<file path="config.mk">
export PLATFORM = sky130hd
export DESIGN_NAME = length_checked_frame_receiver_top_flat
export DESIGN_NICKNAME = d
export VERILOG_FILES = /design/src/design/lcfr_pkg.sv /design/src/design/lcfr_if.sv /design/src/design/lcfr_ctrl.sv /design/src/design/lcfr_dp.sv /design/src/design/length_checked_frame_receiver_top.sv /design/src/flat_wrapper.sv
export SDC_FILE = /design/constraint.sdc
export NUM_CORES = 1
export LEC_CHECK = 0
export BUFFER_PORTS_ARGS = -buffer_cell sky130_fd_sc_hd__buf_2
export CAP_MARGIN = 30
export CORE_MARGIN = 2
export CORE_UTILIZATION = 25
export DETAILED_ROUTE_END_ITERATION = 7
export GPL_TIMING_DRIVEN = 0
export PLACE_DENSITY_LB_ADDON = 0.05
export SKIP_CTS_REPAIR_TIMING = 1
export SYNTH_ARGS = -nofsm -noshare
export SYNTH_HDL_FRONTEND = slang
export SYNTH_SLANG_ARGS = --single-unit
</file>
<file path="constraint.sdc">
create_clock -name clock -period 4.3 [get_ports clock]
set_input_delay 0.215 -clock clock [delete_from_list [all_inputs] [get_ports clock]]
set_output_delay 0.215 -clock clock [all_outputs]
set_load 0.01 [all_outputs]
</file>
<file path="src/design/lcfr_pkg.sv">
package lcfr_pkg;

   // default sizes
   localparam int MAX_PAYLOAD_DEF = 40;
   localparam int NUM_PAGES_DEF   = 5;

   // register reset values
   localparam logic [7:0] HEADER_RESET = 8'hEE;
   localparam logic [7:0] TAIL_RESET   = 8'hEF;

   // configuration register indexes
   localparam int CSR_INDEX_W = 2;
   localparam logic [CSR_INDEX_W-1:0] CSR_HEADER = 2'd0;
   localparam logic [CSR_INDEX_W-1:0] CSR_TAIL   = 2'd1;

   // result kinds
   typedef enum logic [2:0] {
      KIND_PAYLOAD   = 3'd0,
      KIND_EMPTY     = 3'd1,
      KIND_TOO_LONG  = 3'd2,
      KIND_BAD_COMPL = 3'd3,
      KIND_BAD_TAIL  = 3'd4
   } kind_type;

   // controller to datapath commands
   typedef struct packed {
      logic capture;
      logic eval;
      logic emit_step;
   } cmd_type;

   // datapath to controller status
   typedef struct packed {
      logic out_free;
      logic start_emit;
      logic emit_last;
   } status_type;

endpackage

</file>
<file path="src/design/lcfr_if.sv">
interface lcfr_req_if;
   logic       valid;
   logic       ready;
   logic [7:0] rx_byte;

   modport source (output valid, output rx_byte, input ready);
   modport sink (input valid, input rx_byte, output ready);
endinterface

interface lcfr_rsp_if;
   logic       valid;
   logic       ready;
   logic [2:0] kind;
   logic [2:0] page;
   logic [5:0] offset;
   logic [7:0] data_byte;
   logic [7:0] frame_length;
   logic       last;

   modport source (output valid, output kind, output page, output offset,
                   output data_byte, output frame_length, output last, input ready);
   modport sink (input valid, input kind, input page, input offset,
                 input data_byte, input frame_length, input last, output ready);
endinterface

</file>
<file path="src/design/lcfr_ctrl.sv">
module lcfr_ctrl (
   input  logic                clock,
   input  logic                reset,
   input  logic                req_valid,
   output logic                req_ready,
   input  lcfr_pkg::status_type status,
   output lcfr_pkg::cmd_type    cmd
);
   import lcfr_pkg::*;

   typedef enum logic [1:0] {
      ST_IDLE,
      ST_EVAL,
      ST_EMIT
   } state_type;

   state_type state_ff, state_in;
   logic      ready_ff, ready_in;

   // next state and commands
   always_comb begin
      state_in      = state_ff;
      cmd.capture   = req_valid && ready_ff;
      cmd.eval      = 1'b0;
      cmd.emit_step = 1'b0;
      unique case (state_ff)
         ST_IDLE: begin
            if (cmd.capture) begin
               state_in = ST_EVAL;
            end
         end
         ST_EVAL: begin
            if (status.out_free) begin
               cmd.eval = 1'b1;
               state_in = status.start_emit ? ST_EMIT : ST_IDLE;
            end
         end
         ST_EMIT: begin
            if (status.out_free) begin
               cmd.emit_step = 1'b1;
               if (status.emit_last) begin
                  state_in = ST_IDLE;
               end
            end
         end
         default: begin
            state_in = ST_IDLE;
         end
      endcase
      ready_in = (state_in == ST_IDLE);
   end

   // state and registered ready
   always_ff @(posedge clock) begin
      if (reset) begin
         state_ff <= ST_IDLE;
         ready_ff <= 1'b0;
      end else begin
         state_ff <= state_in;
         ready_ff <= ready_in;
      end
   end

   assign req_ready = ready_ff;

endmodule

</file>
<file path="src/design/lcfr_dp.sv">
module lcfr_dp #(
   parameter int MAX_PAYLOAD = lcfr_pkg::MAX_PAYLOAD_DEF,
   parameter int NUM_PAGES   = lcfr_pkg::NUM_PAGES_DEF
) (
   input  logic                                clock,
   input  logic                                reset,
   input  logic [7:0]                          req_rx_byte,
   input  logic                                csr_write_en,
   input  logic [lcfr_pkg::CSR_INDEX_W-1:0]    csr_index,
   input  logic [7:0]                          csr_wdata,
   input  lcfr_pkg::cmd_type                   cmd,
   output lcfr_pkg::status_type                status,
   output logic                                rsp_valid,
   input  logic                                rsp_ready,
   output logic [2:0]                          rsp_kind,
   output logic [2:0]                          rsp_page,
   output logic [5:0]                          rsp_offset,
   output logic [7:0]                          rsp_data_byte,
   output logic [7:0]                          rsp_frame_length,
   output logic                                rsp_last
);
   import lcfr_pkg::*;

   localparam int PW  = $clog2(MAX_PAYLOAD + 2);
   localparam int AW  = $clog2(MAX_PAYLOAD);
   localparam int PGW = (NUM_PAGES > 1) ? $clog2(NUM_PAGES) : 1;

   // configuration registers
   logic [7:0] header_ff;
   logic [7:0] tail_ff;

   // frame state
   logic           in_frame_ff, in_frame_in;
   logic [PW-1:0]  pos_ff, pos_in;
   logic [7:0]     frame_len_ff, frame_len_in;
   logic           length_ok_ff, length_ok_in;
   logic [PGW-1:0] page_ff, page_in;

   // held input byte
   logic [7:0] byte_ff;

   // payload buffer and read side
   logic [7:0]    pay_mem [MAX_PAYLOAD];
   logic [7:0]    rd_data_ff;
   logic          rd_en;
   logic [AW-1:0] rd_addr;
   logic          wr_en;
   logic [AW-1:0] wr_addr;

   // emission state
   logic [AW-1:0]  emit_idx_ff;
   logic [7:0]     emit_len_ff;
   logic [PGW-1:0] emit_page_ff;

   // output register
   logic       out_valid_ff, out_valid_in;
   logic [2:0] out_kind_ff;
   logic [2:0] out_page_ff;
   logic [5:0] out_offset_ff;
   logic [7:0] out_data_ff;
   logic [7:0] out_len_ff;
   logic       out_last_ff;

   // evaluation of the held byte
   logic           ev_result;
   kind_type       ev_kind;
   logic [2:0]     ev_page;
   logic [7:0]     ev_len;
   logic           ev_start_emit;
   logic           ev_cleared;
   logic [PGW-1:0] page_next;

   assign page_next = (page_ff == PGW'(NUM_PAGES - 1)) ? '0 : page_ff + PGW'(1);

   always_comb begin
      in_frame_in   = in_frame_ff;
      pos_in        = pos_ff;
      frame_len_in  = frame_len_ff;
      length_ok_in  = length_ok_ff;
      page_in       = page_ff;
      ev_result     = 1'b0;
      ev_kind       = KIND_PAYLOAD;
      ev_page       = 3'd0;
      ev_len        = 8'd0;
      ev_start_emit = 1'b0;
      ev_cleared    = 1'b0;
      wr_en         = 1'b0;
      wr_addr       = AW'(pos_ff - PW'(1));
      if (in_frame_ff) begin
         priority if (pos_ff == '0) begin
            frame_len_in = byte_ff;
            if ({1'b0, byte_ff} >= 9'(MAX_PAYLOAD)) begin
               ev_result  = 1'b1;
               ev_kind    = KIND_TOO_LONG;
               ev_len     = byte_ff;
               ev_cleared = 1'b1;
            end else begin
               pos_in = PW'(1);
            end
         end else if (10'(pos_ff) == 10'(frame_len_ff) + 10'd1) begin
            if (byte_ff == ~frame_len_ff) begin
               length_ok_in = 1'b1;
               pos_in       = pos_ff + PW'(1);
            end else begin
               ev_result  = 1'b1;
               ev_kind    = KIND_BAD_COMPL;
               ev_len     = frame_len_ff;
               ev_cleared = 1'b1;
            end
         end else if (10'(pos_ff) == 10'(frame_len_ff) + 10'd2) begin
            ev_cleared = 1'b1;
            if (byte_ff == tail_ff && length_ok_ff) begin
               page_in = page_next;
               if (frame_len_ff == 8'd0) begin
                  ev_result = 1'b1;
                  ev_kind   = KIND_EMPTY;
                  ev_page   = 3'(page_ff);
               end else begin
                  ev_start_emit = 1'b1;
               end
            end else begin
               ev_result = 1'b1;
               ev_kind   = KIND_BAD_TAIL;
               ev_len    = frame_len_ff;
            end
         end else begin
            wr_en  = 1'b1;
            pos_in = pos_ff + PW'(1);
         end
      end
      if (ev_cleared) begin
         in_frame_in  = 1'b0;
         pos_in       = '0;
         frame_len_in = 8'd0;
         length_ok_in = 1'b0;
      end
      // a byte that ends a frame or arrives idle may open the next one
      if (!in_frame_in && byte_ff == header_ff) begin
         in_frame_in = 1'b1;
         pos_in      = '0;
      end
   end

   // status to the controller
   assign status.out_free   = !out_valid_ff || rsp_ready;
   assign status.start_emit = ev_start_emit;
   assign status.emit_last  = (8'(emit_idx_ff) == emit_len_ff - 8'd1);

   // buffer read requests
   always_comb begin
      rd_en   = 1'b0;
      rd_addr = '0;
      if (cmd.eval && ev_start_emit) begin
         rd_en = 1'b1;
      end else if (cmd.emit_step && !status.emit_last) begin
         rd_en   = 1'b1;
         rd_addr = emit_idx_ff + AW'(1);
      end
   end

   // output valid next value
   always_comb begin
      out_valid_in = out_valid_ff;
      if ((cmd.eval && ev_result) || cmd.emit_step) begin
         out_valid_in = 1'b1;
      end else if (rsp_ready) begin
         out_valid_in = 1'b0;
      end
   end

   // control state
   always_ff @(posedge clock) begin
      if (reset) begin
         header_ff    <= HEADER_RESET;
         tail_ff      <= TAIL_RESET;
         in_frame_ff  <= 1'b0;
         pos_ff       <= '0;
         frame_len_ff <= 8'd0;
         length_ok_ff <= 1'b0;
         page_ff      <= '0;
         out_valid_ff <= 1'b0;
      end else begin
         if (csr_write_en && csr_index == CSR_HEADER) begin
            header_ff <= csr_wdata;
         end
         if (csr_write_en && csr_index == CSR_TAIL) begin
            tail_ff <= csr_wdata;
         end
         if (cmd.eval) begin
            in_frame_ff  <= in_frame_in;
            pos_ff       <= pos_in;
            frame_len_ff <= frame_len_in;
            length_ok_ff <= length_ok_in;
            page_ff      <= page_in;
         end
         out_valid_ff <= out_valid_in;
      end
   end

   // payload buffer
   always_ff @(posedge clock) begin
      if (cmd.eval && wr_en) begin
         pay_mem[wr_addr] <= byte_ff;
      end
      if (rd_en) begin
         rd_data_ff <= pay_mem[rd_addr];
      end
   end

   // held byte, emission counters and result payload
   always_ff @(posedge clock) begin
      if (cmd.capture) begin
         byte_ff <= req_rx_byte;
      end
      if (cmd.eval && ev_start_emit) begin
         emit_idx_ff  <= '0;
         emit_len_ff  <= frame_len_ff;
         emit_page_ff <= page_ff;
      end else if (cmd.emit_step && !status.emit_last) begin
         emit_idx_ff <= emit_idx_ff + AW'(1);
      end
      if (cmd.eval && ev_result) begin
         out_kind_ff   <= ev_kind;
         out_page_ff   <= ev_page;
         out_offset_ff <= 6'd0;
         out_data_ff   <= 8'd0;
         out_len_ff    <= ev_len;
         out_last_ff   <= 1'b1;
      end else if (cmd.emit_step) begin
         out_kind_ff   <= KIND_PAYLOAD;
         out_page_ff   <= 3'(emit_page_ff);
         out_offset_ff <= 6'(emit_idx_ff);
         out_data_ff   <= rd_data_ff;
         out_len_ff    <= emit_len_ff;
         out_last_ff   <= status.emit_last;
      end
   end

   assign rsp_valid        = out_valid_ff;
   assign rsp_kind         = out_kind_ff;
   assign rsp_page         = out_page_ff;
   assign rsp_offset       = out_offset_ff;
   assign rsp_data_byte    = out_data_ff;
   assign rsp_frame_length = out_len_ff;
   assign rsp_last         = out_last_ff;

endmodule

</file>
<file path="src/design/length_checked_frame_receiver_top.sv">
// channel   dir  handshake             payload
// req_bus   in   valid/ready transfer  rx_byte
// rsp_bus   out  valid/ready transfer  kind, page, offset, data_byte, frame_length, last
// csr_*     in   write enable only     csr_index, csr_wdata
//
// a byte is taken in one cycle and evaluated in the next once the output register is free
// a byte that causes no result or one result passes through the idle and evaluation states
// a frame accepted with L payload bytes emits one result per cycle while rsp is not stalled,
// from the buffer's single read port, so its tail byte also holds the input through L emission steps
// synchronous reset restores the register defaults and clears frame and page state
// the buffer needs no clearing pass; every entry is written before it is read
module length_checked_frame_receiver_top #(
   parameter int MAX_PAYLOAD = lcfr_pkg::MAX_PAYLOAD_DEF,
   parameter int NUM_PAGES   = lcfr_pkg::NUM_PAGES_DEF
) (
   input  logic                             clock,
   input  logic                             reset,
   lcfr_req_if.sink                         req_bus,
   lcfr_rsp_if.source                       rsp_bus,
   input  logic                             csr_write_en,
   input  logic [lcfr_pkg::CSR_INDEX_W-1:0] csr_index,
   input  logic [7:0]                       csr_wdata
);
   import lcfr_pkg::*;

   cmd_type    cmd;
   status_type status;

   // sequencing of evaluation and payload emission
   lcfr_ctrl u_ctrl (
      .clock     (clock),
      .reset     (reset),
      .req_valid (req_bus.valid),
      .req_ready (req_bus.ready),
      .status    (status),
      .cmd       (cmd)
   );

   // frame state, payload buffer and output register
   lcfr_dp #(
      .MAX_PAYLOAD (MAX_PAYLOAD),
      .NUM_PAGES   (NUM_PAGES)
   ) u_dp (
      .clock            (clock),
      .reset            (reset),
      .req_rx_byte      (req_bus.rx_byte),
      .csr_write_en     (csr_write_en),
      .csr_index        (csr_index),
      .csr_wdata        (csr_wdata),
      .cmd              (cmd),
      .status           (status),
      .rsp_valid        (rsp_bus.valid),
      .rsp_ready        (rsp_bus.ready),
      .rsp_kind         (rsp_bus.kind),
      .rsp_page         (rsp_bus.page),
      .rsp_offset       (rsp_bus.offset),
      .rsp_data_byte    (rsp_bus.data_byte),
      .rsp_frame_length (rsp_bus.frame_length),
      .rsp_last         (rsp_bus.last)
   );

`ifndef NO_ASSERTIONS
   // a payload result lies inside its frame
   a_offset_in_frame: assert property (@(posedge clock) disable iff (reset)
      (rsp_bus.valid && rsp_bus.kind == KIND_PAYLOAD) |->
         ({2'b00, rsp_bus.offset} < rsp_bus.frame_length))
      else $error("payload offset beyond frame length");

   // marker and error results are always the only result of their byte
   a_single_result_last: assert property (@(posedge clock) disable iff (reset)
      (rsp_bus.valid && rsp_bus.kind != KIND_PAYLOAD) |-> rsp_bus.last)
      else $error("non-payload result without last");

   // a taken byte is evaluated before the next one is taken
   a_one_byte_at_a_time: assert property (@(posedge clock) disable iff (reset)
      (req_bus.valid && req_bus.ready) |=> !req_bus.ready)
      else $error("input taken while a byte is pending");
`endif

endmodule

</file>
<file path="src/flat_wrapper.sv">
// flat-port wrapper written by rule: the top's interface ports become plain ports
module length_checked_frame_receiver_top_flat import lcfr_pkg::*;
#(
   parameter int MAX_PAYLOAD = lcfr_pkg::MAX_PAYLOAD_DEF,
   parameter int NUM_PAGES   = lcfr_pkg::NUM_PAGES_DEF
)
  (clock, reset, csr_write_en, csr_index, csr_wdata, req_bus_valid, req_bus_rx_byte, req_bus_ready, rsp_bus_valid, rsp_bus_kind, rsp_bus_page, rsp_bus_offset, rsp_bus_data_byte, rsp_bus_frame_length, rsp_bus_last, rsp_bus_ready);
  lcfr_req_if req_bus_i ();
  lcfr_rsp_if rsp_bus_i ();
  input  logic clock;
  input  logic reset;
  input  logic csr_write_en;
  input  logic [lcfr_pkg::CSR_INDEX_W-1:0] csr_index;
  input  logic [7:0] csr_wdata;
  input wire logic [$bits(req_bus_i.valid)-1:0] req_bus_valid;
  input wire logic [$bits(req_bus_i.rx_byte)-1:0] req_bus_rx_byte;
  output wire logic [$bits(req_bus_i.ready)-1:0] req_bus_ready;
  output wire logic [$bits(rsp_bus_i.valid)-1:0] rsp_bus_valid;
  output wire logic [$bits(rsp_bus_i.kind)-1:0] rsp_bus_kind;
  output wire logic [$bits(rsp_bus_i.page)-1:0] rsp_bus_page;
  output wire logic [$bits(rsp_bus_i.offset)-1:0] rsp_bus_offset;
  output wire logic [$bits(rsp_bus_i.data_byte)-1:0] rsp_bus_data_byte;
  output wire logic [$bits(rsp_bus_i.frame_length)-1:0] rsp_bus_frame_length;
  output wire logic [$bits(rsp_bus_i.last)-1:0] rsp_bus_last;
  input wire logic [$bits(rsp_bus_i.ready)-1:0] rsp_bus_ready;
  assign req_bus_i.valid = req_bus_valid;
  assign req_bus_i.rx_byte = req_bus_rx_byte;
  assign req_bus_ready = req_bus_i.ready;
  assign rsp_bus_valid = rsp_bus_i.valid;
  assign rsp_bus_kind = rsp_bus_i.kind;
  assign rsp_bus_page = rsp_bus_i.page;
  assign rsp_bus_offset = rsp_bus_i.offset;
  assign rsp_bus_data_byte = rsp_bus_i.data_byte;
  assign rsp_bus_frame_length = rsp_bus_i.frame_length;
  assign rsp_bus_last = rsp_bus_i.last;
  assign rsp_bus_i.ready = rsp_bus_ready;
  length_checked_frame_receiver_top #(.MAX_PAYLOAD(MAX_PAYLOAD), .NUM_PAGES(NUM_PAGES)) u_core (.clock(clock), .reset(reset), .req_bus(req_bus_i), .rsp_bus(rsp_bus_i), .csr_write_en(csr_write_en), .csr_index(csr_index), .csr_wdata(csr_wdata));
endmodule
</file>
After elaboration in Yosys (flattened, before gate mapping)
Memories as Yosys holds them, arrays and structs flattened. A register that Yosys moved wholly into a read port is not among the register bits.
Index checks and enable logic that the tools add are counted.
Widths: inputs -> output; s select.
Storage, ports and cells
  ROM bits: 0
  memories: 1
  output and inout port bits: 31
  word-level logic and storage cells: 161
  bits in writable memories: 320
  bits in registers: 93
  bits of input ports: 23
  bits in latches: 0
Memory list
  u_core.u_dp.pay_mem: words 40, bits a word 8, rd ports 1, clocked after Yosys merged registers in 1, wr ports 1, line lcfr_dp.sv:43  | logic [7:0] pay_mem [MAX_PAYLOAD];
Operators by class
  multiplexer cells: 85
  order comparisons: 1
  equal/unequal tests: 14
  bitwise gates (word level): 3
  reduce and logical (&&, ||, !) cells: 30
  div/mod/pow operators: 0
  multipliers: 0
  shifts and indexed selects: 0
  add/sub/neg operators: 7
Operators by type and width (count)
  $mux 8: 12
  $mux 6: 10
  $mux 3: 16
  $mux 1: 39
  $eq 8x8->1: 3
  $eq 6x9->1: 2
  $mux 2: 7
  $add 6x1->6 const B: 2
  $reduce_bool 2->1: 6
  $reduce_and 5->1: 2
  $add 8x1->9 const B: 1
  $add 8x2->9 const B: 1
  $logic_and 1x1->1: 9
  $eq 6x8->1: 1
  $ge 8x6->1 const B: 1
  $logic_not 8->1: 1
  $not 8->8: 1
  $sub 8x1->8 const B: 1
  $logic_not 2->1: 3
  $logic_not 6->1: 1
  $pmux 2 s3: 1
  $reduce_and 6->1: 1
  $sub 6x1->6 const B: 1
  $ne 5x3->1 const B: 1
  12 further kinds: 17

Longest topological paths before layout
Gate-level depths: netlist (run 1).
  word-level depth: 11
  depth in mapped cells: 13
  mapped depth without buffers: 10

Hierarchy
A second synthesis (run 1) with hierarchy kept.
Unflattened totals
  cell total of the unflattened synthesis: 1351
  area total of the unflattened synthesis: 17974.7 sq um
By module, submodules not included
  lcfr_dp: area an instance 17827.1 sq um, instances 1, cells each 1336, seq. area each 11981.5 sq um
  lcfr_ctrl: area an instance 147.6 sq um, instances 1, cells each 15, seq. area each 60.1 sq um

Worst setup path before layout (run 1)
No wires, ideal clock.
  kind: register -> register
  from: register u_core.u_dp.byte_ff[5]
  to: register u_core.u_dp.rd_data_ff[0] (read register of u_core.u_dp.pay_mem), enable pin
  required time: 3.972 ns
  period minus slack after synthesis: 3.987 ns
  buffers on the path: 1
  setup time: 0.328 ns
  stages on the path, launching flop included: 8
  arrival: 3.659 ns
  setup slack: 0.313 ns
  path through: edfxtp_1 -> clkbuf_1 -> xnor2_1 -> nand3_1 -> or3_1 -> nor4_1 -> nor2_1 -> inv_1
On the way
  cells in the longest elaborated chain, start to end: 9
  elaborated cells between the ends (all ways): 10
  those cells by class: 1 x eq/ne; 7 x mux; 2 x reduce/logical
RTL lines
  start: declaration: line lcfr_dp.sv:40  | logic [7:0] byte_ff;
  start signal: assignment: line lcfr_dp.sv:213  | byte_ff <= req_rx_byte;
  $eq 8x8->1: line lcfr_dp.sv:112  | if (byte_ff == tail_ff && length_ok_ff) begin
  $logic_and 1x1->1: line lcfr_dp.sv:112
  $mux 1: line lcfr_dp.sv:112
  $mux 1: line lcfr_dp.sv:110  | end else if (10'(pos_ff) == 10'(frame_len_ff) + 10'd2) begin
  $mux 1: line lcfr_dp.sv:100  | end else if (10'(pos_ff) == 10'(frame_len_ff) + 10'd1) begin
  $mux 1: line lcfr_dp.sv:90  | priority if (pos_ff == '0) begin
  $mux 1: line lcfr_dp.sv:89  | if (in_frame_ff) begin
  $logic_and 1x1->1: line lcfr_dp.sv:153  | if (cmd.eval && ev_start_emit) begin
  $mux 1: line lcfr_dp.sv:153
  via u_core.u_dp.rd_en: line lcfr_dp.sv:45  | logic rd_en;
  end: declaration: line lcfr_dp.sv:44  | logic [7:0] rd_data_ff;
The timed path passes the listed nets, and every way through them passes these cells.
A chain may end at the register's enable or synchronous reset.

Final worst setup path (run 1)
  from: register u_core.u_dp.frame_len_ff[5]
  to: memory u_core.u_dp.pay_mem[36][1], enable pin
On the way
  cells in the longest elaborated chain, start to end: 9
  elaborated cells between the ends (all ways): 11
  those cells by class: 2 x add/sub; 2 x eq/ne; 6 x mux; 1 x reduce/logical
RTL lines
  start: declaration: line lcfr_dp.sv:35  | logic [7:0] frame_len_ff, frame_len_in;
  start signal: assignment: line lcfr_dp.sv:192  | frame_len_ff <= frame_len_in;
  $add 8x2->9: line lcfr_dp.sv:110
  $eq 6x9->1: line lcfr_dp.sv:110
  $mux 1: line lcfr_dp.sv:110
  $mux 1 *: line lcfr_dp.sv:100
  $mux 1 *: line lcfr_dp.sv:90
  $mux 1 *: line lcfr_dp.sv:89
  $logic_and 1x1->1 *: line lcfr_dp.sv:202  | if (cmd.eval && wr_en) begin
  $mux 1 *: line lcfr_dp.sv:202
  $mux 1 (implied by the code) *: line lcfr_dp.sv:203  | pay_mem[wr_addr] <= byte_ff;
  end: declaration: line lcfr_dp.sv:43
Every way passes the cells marked *; elsewhere a longest branch is shown, timed or not.

==> impl_metrics.json, run 1 <==
{
  "finalCritPeriodShare": 0.976,
  "synthTopCellsByArea": "edfxtp_1, dfxtp_1, mux4_2, nand2_1, nor2_1",
  "hold_path_class": "input pin to register",
  "yosysTopAreaCellShare": 0.603,
  "clk_path_buf_depth": 3,
  "path_buf_inv": 1,
  "ys_seq_area_frac": 0.669,
  "final_nets": 1537,
  "fin_crit_ns": 4.20,
  "synth_commonest_cells": "edfxtp_1, nand2_1, nor2_1",
  "htree_num_levels": 2,
  "grt_pass1_wl_um": 89100,
  "cpMostUsedCell": "nor2_1",
  "cp-start-kind": "register",
  "async_flop_share": 0,
  "max_freq_ghz": 0.238,
  "cp.depth": 9,
  "yosysWarningCount": 0,
  "clockRootBuffer": "clkbuf_16",
  "core-area_um2": 71400,
  "ant_nets": 0,
  "ios": 54,
  "yosys.area.top_type": "edfxtp_1",
  "seqPwrFrac": 0.492,
  "synth_seq_cells": 421,
  "p_leak_uw": 0.00702,
  "portBuffers": 52,
  "die_area_um2": 74100,
  "hold_viol": 0,
  "ys.flop_type": "edfxtp_1",
  "cp_slowest_cell": "nor2_2",
  "dieHeight_um": 272,
  "clkTransAtPathRegs_ns": 0.06,
  "track_usage": 0.168,
  "hpwl_um": 44600,
  "drc": 0,
  "drv_cap": 0,
  "grt_pass1_vias": 12040,
  "antenna_cells": 0,
  "wire_per_inst_um": 25.1,
  "clk-insertion-delay-late_ns": 0.60,
  "tritoncts": "done",
  "routabilityCongestion": 0.797,
  "synth_edf_count": 361,
  "critPathMaxFanout": 10,
  "syn_inst": 1354,
  "worstSetupEndpointType": "register",
  "area_delta_synth_final_pct": 22.2,
  "row_count": 98,
  "clkSinkCount": 421,
  "ys_types": 77,
  "p_int_uw": 7130,
  "synth_nets": 1386,
  "fin_worst_skew_ns": 0.0326,
  "ir_worst_vdd_mv": 0.309,
  "power_density_nw_per_um2": 411,
  "grt_antenna_before_repair": 6,
  "max_stage_delay_ns": 0.74,
  "timing.rr.start": "u_core.u_dp.frame_len_ff[5]$_SDFFE_PP0P_",
  "path_cells": "clkbuf_1, nor2_1, mux2i_1, nor2_1, o211ai_1, nand3_1, nor2_1, nand3_1, nor2_2",
  "worstPathRequired_ns": 4.53,
  "die_x_um": 272,
  "tightest_slew_ns": 0.952,
  "reg2reg_to": "u_core.u_dp.pay_mem[36][1]$_DFFE_PP_",
  "start_util": 0.252,
  "yosysMostFrequentCell": "edfxtp_1",
  "p_sw_frac": 0.211,
  "vias_per_cell": 4.74,
  "slew-limit-headroom": 0.360,
  "cp-startpoint": "u_core.u_dp.frame_len_ff[5]$_SDFFE_PP0P_",
  "crit_family": "simple AND/OR/NAND/NOR gates",
  "drt_iter0_drc": 923,
  "crit_path_end": "u_core.u_dp.pay_mem[36][1]$_DFFE_PP_",
  "p_sw_uw": 1910,
  "final_cell_area_um2": 22000,
  "overflow": 0,
  "dr_total_vias": 11815,
  "fin_cells": 2495,
  "place_inst": 2384,
  "grt_max_degree": 25,
  "power_frac_clock": 0.480,
  "comb_power_share": 0.028,
  "r2r_cells": 9,
  "critPathArrivalTime_ns": 4.43,
  "path_class": "register to register",
  "cts_buffers": 51,
  "holdWs_ns": 0.0366,
  "drt-total-wl_um": 62500,
  "setup_violations": 0,
  "dr.pass1.iters": 6,
  "drv_slew": 0,
  "reg2reg_slack_ns": 0.10,
  "status": "finished clean",
  "rsz0062_at_grt": "yes",
  "drive_gt1_frac": 0.166,
  "placed_cell_area_um2": 20000,
  "synth_area_per_cell_um2": 13.3,
  "syn_area_um2": 18000
}
==> how the worst min path moves through the flow <==
stage / startpoint / to / slack, ns / cells past startpoint
final: rsp_bus_ready / u_core.u_dp.rsp_valid$_SDFFE_PP0P_ / 0.04 / 3
after global routing: rsp_bus_ready / u_core.u_dp.rsp_valid$_SDFFE_PP0P_ / 0.04 / 3
after CTS: req_bus_rx_byte[0] / u_core.u_dp.byte_ff[0]$_DFFE_PP_ / -0.25 / 1
after detailed placement: req_bus_rx_byte[0] / u_core.u_dp.byte_ff[0]$_DFFE_PP_ / 0.40 / 1
after global placement: req_bus_rx_byte[4] / u_core.u_dp.byte_ff[4]$_DFFE_PP_ / 0.39 / 1
after floorplan: req_bus_rx_byte[0] / u_core.u_dp.byte_ff[0]$_DFFE_PP_ / 0.31 / 0
==> sequential cells by signal, indices dropped and copies added (netlist names), 6 cells and up <==
name / flops
u_core.u_dp.pay_mem: 320
u_core.u_dp.byte_ff: 8
u_core.u_dp.emit_len_ff: 8
u_core.u_dp.frame_len_ff: 8
u_core.u_dp.header_ff: 8
u_core.u_dp.rd_data_ff: 8
u_core.u_dp.rsp_data_byte: 8
u_core.u_dp.rsp_frame_length: 8
u_core.u_dp.tail_ff: 8
u_core.u_dp.emit_idx_ff: 6
u_core.u_dp.pos_ff: 6
u_core.u_dp.rsp_offset: 6
==> power by group through the flow <==
stage | sequential (uW) | clock, uW | combinational, uW
floorplan | 4530 | 0 | 105
global placement | 4580 | 0 | 159
detailed placement | 4530 | 0 | 236
CTS | 4450 | 4470 | 237
global route | 4450 | 4600 | 273
finish | 4450 | 4340 | 249
==> through the flow <==
stage                     utilization  setup TNS [ns]  total power [uW]  worst slack [ns]
after floorplan                     -               0              4640             0.313
after global placement          0.272          -66.72              4740             -2.42
after detailed placement        0.280          -0.580              4770            -0.165
after CTS                       0.304          -0.831              9160            -0.218
after global routing            0.308           -5.57              9320            -0.132
final                           0.308               0              9040             0.102
==> cell usage in the layout, fill, tap and decap left out, types with 15 or more instances in the layout <==
master / instances
buf_16: 15
mux2i_1: 41
o21ai_0: 31
clkbuf_1: 74
edfxtp_1: 361
clkbuf_16: 52
inv_1: 16
a21oi_1: 77
nor3_1: 21
nor2_2: 21
buf_2: 66
xor2_1: 17
xnor2_1: 31
dlygate4sd3_1: 16
dfxtp_1: 60
a31oi_1: 22
o211ai_1: 18
mux2_2: 16
a22oi_1: 22
nor2_1: 108
nand2_1: 143
nand3_1: 29
mux4_2: 29
==> logic make-up (layout without fill, tap and decap cells) <==
logic type                 after synthesis  count (layout)  synth area share
xor gates and xnor gates                49              49            0.0239
and+or+nand+nor                        414             414             0.107
AOI/OAI and AO/OA                      269             269             0.100
muxes                                   87              87            0.0699
buffers and inverters                  105             296            0.0234
DFF                                    421             421             0.669
adders and majority gates                9               9           0.00626
==> per-layer routing <==
layer | global-route usage | wire length [um] | vias to the layer above
met4 | 0.0505 | 1580 | 0
li1 | - | - | 5460
met5 | 0 | 0 | -
met1 | 0.233 | 29800 | 6047
met2 | 0.270 | 29000 | 225
met3 | 0.0242 | 2240 | 83
==> layout make-up <==
cell class	instances	area (um2)
Clock buffer	72	1440
Fill cell	7227	49400
Multi-Input combinational cell	828	5630
Timing Repair Buffer	99	1020
Clock inverter	21	236
Buffer	86	353
Tap cell	950	1190
Sequential cell	421	12000
Inverter	18	67.6
==> tightest hold or removal path, delay by kind of cell <==
| family | cells | cell delay (ns) |
|---|---|---|
| buf+inv | 1 | 0.09 |
| compound gates | 1 | 0.09 |
| simple gates | 1 | 0.17 |
Note: power is estimated with default switching activity, not from simulation.
==> run 2, diff against run 1 <==
--- a/config.mk
+++ b/config.mk
@@ -11,6 +11,7 @@
 export CORE_UTILIZATION = 25
 export DETAILED_ROUTE_END_ITERATION = 7
 export GPL_TIMING_DRIVEN = 0
+export HOLD_SLACK_MARGIN = 0.12
 export PLACE_DENSITY_LB_ADDON = 0.05
 export SKIP_CTS_REPAIR_TIMING = 1
 export SYNTH_ARGS = -nofsm -noshare
==> constraint.sdc (replaced) <==
create_clock -name clock -period 4.4 [get_ports clock]
set_input_delay 0.22 -clock clock [delete_from_list [all_inputs] [get_ports clock]]
set_output_delay 0.22 -clock clock [all_outputs]
set_load 0.01 [all_outputs]
==> run 2 against run 1 <==
  * Hold slack better by 0.037 ns
  * Global-route usage unchanged
  * Sequential power down 2%
  * Largest cell class unchanged
  * Largest power group unchanged
  * Highest routed layer unchanged
==> impl_metrics.json, run 2 (synthesis results as in run 1) <==
{
  "worstPathRequired_ns": 4.70,
  "layout_commonest_cell": "edfxtp_1",
  "area_delta_synth_final_pct": 21.9,
  "drt_iter0_drc": 1007,
  "finalCritPeriodShare": 0.989,
  "start_util": 0.252,
  "setup_violations": 0,
  "timing.rr.start": "u_core.u_dp.emit_len_ff[0]$_DFFE_PP_",
  "max_stage_delay_ns": 0.74,
  "grt_pass1_wl_um": 89100,
  "rsz0062_at_grt": "yes",
  "p_leak_uw": 0.00702,
  "antenna_cells": 0,
  "die_area_um2": 74100,
  "drc": 0,
  "r2r_cells": 11,
  "final_core_util": 0.307,
  "holdWs_ns": 0.0740,
  "power_frac_clock": 0.480,
  "path_buf_inv": 2,
  "ant_nets": 0,
  "clkTransAtPathRegs_ns": 0.06,
  "grt_pass1_vias": 12040,
  "final_cell_area_um2": 21900,
  "ir_worst_vdd_mv": 0.301,
  "whs_path_depth": 4,
  "cts_buffers": 51,
  "final_nets": 1540,
  "cp-start-kind": "register",
  "power_density_nw_per_um2": 403,
  "slew-limit-headroom": 0.351,
  "hold_viol": 0,
  "cp_slowest_cell": "a311oi_1",
  "drv_cap": 0,
  "overflow": 0,
  "placed_cell_area_um2": 20000,
  "drt-total-wl_um": 62500,
  "hpwl_um": 44600,
  "critPathArrivalTime_ns": 4.65,
  "path_cells": "inv_1, ha_1, nor3b_2, nand2_1, a2111o_1, o31ai_4, buf_2, o22ai_1, o211ai_1, o211ai_1, a311oi_1",
  "track_usage": 0.168,
  "min_to": "u_core.u_dp.header_ff[7]$_SDFFE_PP1P_",
  "dr_total_vias": 11837,
  "seqPwrFrac": 0.492,
  "portBuffers": 52,
  "reg2reg_to": "u_core.u_dp.rd_data_ff[3]$_DFFE_PP_",
  "final_cell_mix": "edfxtp_1, nand2_1, nor2_1",
  "reg2reg_slack_ns": 0.05,
  "crit_family": "compound AO/OA/AOI/OAI gates",
  "clkSinkCount": 421,
  "dr.pass1.iters": 5,
  "p_sw_frac": 0.211,
  "regMostFlops": "u_core.u_dp.pay_mem",
  "drv_slew": 0,
  "ios": 54,
  "place_inst": 2384,
  "p_sw_uw": 1860,
  "hold_path_class": "input pin to register",
  "fin_worst_skew_ns": 0.0319,
  "htree_num_levels": 2,
  "clockRootBuffer": "clkbuf_16",
  "grt_antenna_before_repair": 6,
  "wire_per_inst_um": 25.0,
  "die_x_um": 272,
  "p_int_uw": 6970,
  "hp-start": "csr_index[1]",
  "row_count": 98,
  "vias_per_cell": 4.74,
  "comb_power_share": 0.027,
  "tightest_slew_ns": 0.974,
  "tritoncts": "done",
  "fin_crit_ns": 4.35,
  "p_total_uw": 8830,
  "fin_cells": 2498,
  "max_freq_ghz": 0.230,
  "path_class": "register to register",
  "largest_reg_flops": 320,
  "routabilityCongestion": 0.797,
  "status": "finished clean",
  "clk-insertion-delay-late_ns": 0.60,
  "drive_gt1_frac": 0.150,
  "grt_max_degree": 25,
  "clk_path_buf_depth": 3,
  "cpMostUsedCell": "o211ai_1",
  "core-area_um2": 71400,
  "worstSetupEndpointType": "register",
  "critPathMaxFanout": 10,
  "dieHeight_um": 272
}
==> run 2: changes by cell type in the layout (fill, tap and decap cells not counted), sizes merged <==
cell,change
clkdlybuf4s15,+1
buf,-2
dlygate4sd3,+4
==> run 2: worst max-delay path by stage <==
stage / start / end / cells past startpoint / slack (ns)
after floorplan: u_core.u_dp.byte_ff[5]$_DFFE_PP_ / u_core.u_dp.rd_data_ff[0]$_DFFE_PP_ / 7 / 0.41
after global placement: u_core.u_dp.byte_ff[4]$_DFFE_PP_ / u_core.u_dp.rd_data_ff[4]$_DFFE_PP_ / 7 / -2.32
after detailed placement: u_core.u_dp.emit_idx_ff[2]$_SDFFE_PP0N_ / u_core.u_dp.rd_data_ff[3]$_DFFE_PP_ / 10 / -0.07
after CTS: u_core.u_dp.emit_idx_ff[2]$_SDFFE_PP0N_ / u_core.u_dp.rd_data_ff[3]$_DFFE_PP_ / 10 / -0.12
after global routing: u_core.u_dp.frame_len_ff[4]$_SDFFE_PP0P_ / u_core.u_dp.pay_mem[5][2]$_DFFE_PP_ / 9 / -0.18
final: u_core.u_dp.emit_len_ff[0]$_DFFE_PP_ / u_core.u_dp.rd_data_ff[3]$_DFFE_PP_ / 11 / 0.05
==> run 2: layout make-up <==
cell class / count / area [um2]
timing repair buffer: 101 / 1030
inverter: 18 / 67.6
buffer: 87 / 363
clock inverter: 21 / 236
tap: 950 / 1190
sequential: 421 / 12000
multi-input combinational: 828 / 5560
clock buffer: 72 / 1440
fill: 7228 / 49400
==> run 2: metrics by stage <==
step | setup TNS [ns] | setup WS, ns
final | 0 | 0.0501
after floorplan | 0 | 0.413
after CTS | -0.314 | -0.118
after detailed placement | -0.125 | -0.0652
after global routing | -9.27 | -0.181
after global placement | -57.93 | -2.32
==> run 2: power by group through the flow <==
stage	sequential, uW	combinational [uW]	clock, uW
floorplan	4430	102	0
global placement	4470	155	0
detailed placement	4430	231	0
CTS	4350	231	4370
global route	4350	266	4490
finish	4350	243	4240
==> run 2: layer usage <==
metal / track usage / wire length [um]
met1: 0.233 / 29400
met2: 0.270 / 29100
met3: 0.0242 / 2300
met4: 0.0505 / 1660
met5: 0 / 0
==> run 2: tightest hold or removal path, stage by stage <==
cell	delay, ns
buf_2	0.09
nor3b_1	0.09
nor2b_1	0.12
a211o_1	0.10
==> run 3, diff against run 2 <==
--- a/config.mk
+++ b/config.mk
@@ -5,6 +5,7 @@
 export SDC_FILE = /design/constraint.sdc
 export NUM_CORES = 1
 export LEC_CHECK = 0
+export ABC_AREA = 1
 export BUFFER_PORTS_ARGS = -buffer_cell sky130_fd_sc_hd__buf_2
 export CAP_MARGIN = 30
 export CORE_MARGIN = 2
@@ -16,4 +17,5 @@
 export SKIP_CTS_REPAIR_TIMING = 1
 export SYNTH_ARGS = -nofsm -noshare
 export SYNTH_HDL_FRONTEND = slang
+export SYNTH_HIERARCHICAL = 1
 export SYNTH_SLANG_ARGS = --single-unit
==> run 3 against run 2 <==
  * First-iteration DRC count down 4.6%
  * Flip-flop and latch count is the same
  * Non-clock buffer count grew 36
  * Clock skew is 0.019 ns lower
  * Wire length is 5.6% higher
  * Fmax shrank 1.0%
  * Design area grew 6.6%
  * Clock-buffer cell count decreased by 3
  * Power is 0.86% higher
  * Critical endpoint is now u_core/u_dp/pay_mem[39][0]$_DFFE_PP_
  * Largest power group unchanged
==> impl_metrics.json, run 3 <==
{
  "yosysTopAreaCellShare": 0.568,
  "layout_commonest_cell": "nand2_1",
  "max_freq_ghz": 0.228,
  "final_cell_area_um2": 23400,
  "final_cell_mix": "nand2_1, edfxtp_1, nand3_1",
  "synth_edf_count": 361,
  "power_density_nw_per_um2": 381,
  "tritoncts": "done",
  "synth_seq_cells": 421,
  "syn_area_um2": 19100,
  "clkSinkCount": 421,
  "path_class": "register to register",
  "tns_ns": 0,
  "fin_crit_ns": 4.39,
  "row_count": 101,
  "die_area_um2": 78600,
  "whs_path_depth": 6,
  "ant_nets": 0,
  "core-area_um2": 75800,
  "drv_slew": 0,
  "routabilityCongestion": 0.883,
  "synth_top_family_by_area": "simple AND/OR/NAND/NOR gates",
  "synth_nets": 1935,
  "yosysWarningCount": 6,
  "ys_seq_area_frac": 0.631,
  "cp.depth": 10,
  "clockRootBuffer": "clkbuf_16",
  "synth_commonest_cells": "nand2_1, edfxtp_1, nand3_1",
  "critPathMaxFanout": 9,
  "p_leak_uw": 0.00908,
  "p_total_uw": 8910,
  "regMostFlops": "u_core/u_dp/pay_mem",
  "max_stage_delay_ns": 0.89,
  "rsz0062_at_grt": "yes",
  "drc": 0,
  "grt_pass1_wl_um": 95800,
  "yosys.area.top_type": "edfxtp_1",
  "synth_area_per_cell_um2": 10.0,
  "path_buf_inv": 0,
  "slew-limit-headroom": 0.402,
  "synth_mux_area_frac": 0.00419,
  "area_delta_synth_final_pct": 22.4,
  "worstPathRequired_ns": 4.62,
  "fin_worst_skew_ns": 0.0130,
  "cp_slowest_cell": "nor2_1",
  "status": "finished clean",
  "final_nets": 2112,
  "setup_violations": 0,
  "worstSetupEndpointType": "register",
  "dr.pass1.iters": 5,
  "final_core_util": 0.308,
  "drv_cap": 0,
  "r2r_cells": 10,
  "die_x_um": 280,
  "cts_buffers": 51,
  "track_usage": 0.168,
  "yosysMostFrequentCell": "nand2_1",
  "portBuffers": 53,
  "antenna_cells": 0,
  "drt-total-wl_um": 66000,
  "yosys.area_share.simple": 0.231,
  "ys.flop_type": "edfxtp_1",
  "vias_per_cell": 4.58,
  "grt_antenna_before_repair": 0,
  "synthTopCellsByArea": "edfxtp_1, nand3_1, nand2_1, dfxtp_1, inv_1",
  "start_util": 0.252,
  "largest_reg_flops": 320,
  "clk-insertion-delay-late_ns": 0.60,
  "grt_pass1_vias": 14136,
  "hold_viol": 0,
  "hpwl_um": 47800,
  "synth-xor-area-share": 0.0183,
  "tightest_slew_ns": 0.895,
  "hold_path_class": "input pin to register",
  "critPathArrivalTime_ns": 4.61,
  "dieHeight_um": 280,
  "synthAdderAreaFrac": 0.00590,
  "placed_cell_area_um2": 21100,
  "htree_num_levels": 2,
  "drive_gt1_frac": 0.135,
  "clk_path_buf_depth": 3,
  "cp-start-kind": "register",
  "clkTransAtPathRegs_ns": 0.06,
  "async_flop_share": 0,
  "dr_total_vias": 14201,
  "ys_types": 41,
  "ios": 54,
  "overflow": 0,
  "path_cells": "ha_1, nand2_1, o21ai_0, xor2_1, nor3_1, nand3_1, nand2_1, nor2_1, nand4_1, nor2_1",
  "ir_worst_vdd_mv": 0.313,
  "wire_per_inst_um": 21.3,
  "finalCritPeriodShare": 0.999,
  "syn_inst": 1903,
  "drt_iter0_drc": 961,
  "grt_max_degree": 20,
  "synth_compound_area_frac": 0.0417,
  "crit_family": "simple AND/OR/NAND/NOR gates"
}
[run 3: cell types whose count changed in the layout (fill, tap and decap cells not counted), moves of 33 or more]
cell      previous run  this run
a21oi_1             77        40
clkbuf_1            74        39
nor2_1             128        93
mux2i_1             41         8
nand3_1             29       346
nand2_1            143       418
inv_1               16       204
[run 3: tightest hold or removal path: cells and delay by family]
| family | cells | cell delay, ns |
|---|---|---|
| buf+inv | 3 | 0.13 |
| simple gates | 3 | 0.26 |
[run 3: stage by stage]
step,cells,setup slack (ns),hold slack [ns]
floorplan,1903,1.49,0.289
global placement,2934,-1.76,0.397
detailed placement,2956,-0.285,0.399
CTS,3050,-0.312,-0.253
global route,3099,-0.245,0.140
finish,3099,0.00501,0.0639
[run 3: kinds of logic (layout without fill, tap and decap cells)]
group	after synthesis	count (layout)
compound gates	134	134
simple gates	979	979
flops	421	421
buf+inv	313	531
xor+xnor	39	39
fa+ha+maj	9	9
mux	8	8
[run 3: where the power goes]
| part | switching (uW) | total (uW) | internal (uW) |
|---|---|---|---|
| Sequential | 17.8 | 4350 | 4330 |
| Combinational | 138 | 237 | 99.0 |
| Clock | 1740 | 4320 | 2590 |
[run 3: area by class of cell]
| type | instances | area [um2] |
|---|---|---|
| inverter | 213 | 800 |
| tap | 978 | 1220 |
| clock inverter | 25 | 262 |
| buffer | 100 | 502 |
| multi-input combinational | 1169 | 5830 |
| sequential | 421 | 12000 |
| timing repair buffer | 124 | 1270 |
| fill | 7943 | 52400 |
| clock buffer | 69 | 1450 |
[run 3: per-layer routing]
metal	up-vias	wire length, um	global-route usage
met5	-	148	0.0138
met4	2	1160	0.0444
met3	78	3030	0.0343
met2	244	30100	0.263
met1	7003	31600	0.235
li1	6874	-	-
[run 3: worst paths after layout]
path,from,end,slack [ns]
max,u_core/u_dp/frame_len_ff[1]$_SDFFE_PP0P_,u_core/u_dp/pay_mem[39][0]$_DFFE_PP_,0.005
min,rsp_bus_ready,u_core/u_dp/rsp_valid$_SDFFE_PP0P_,0.06
max reg2reg,u_core/u_dp/frame_len_ff[1]$_SDFFE_PP0P_,u_core/u_dp/pay_mem[39][0]$_DFFE_PP_,0.005
min reg2reg,u_core/u_dp/frame_len_ff[5]$_SDFFE_PP0P_,u_core/u_dp/emit_len_ff[5]$_DFFE_PP_,0.44
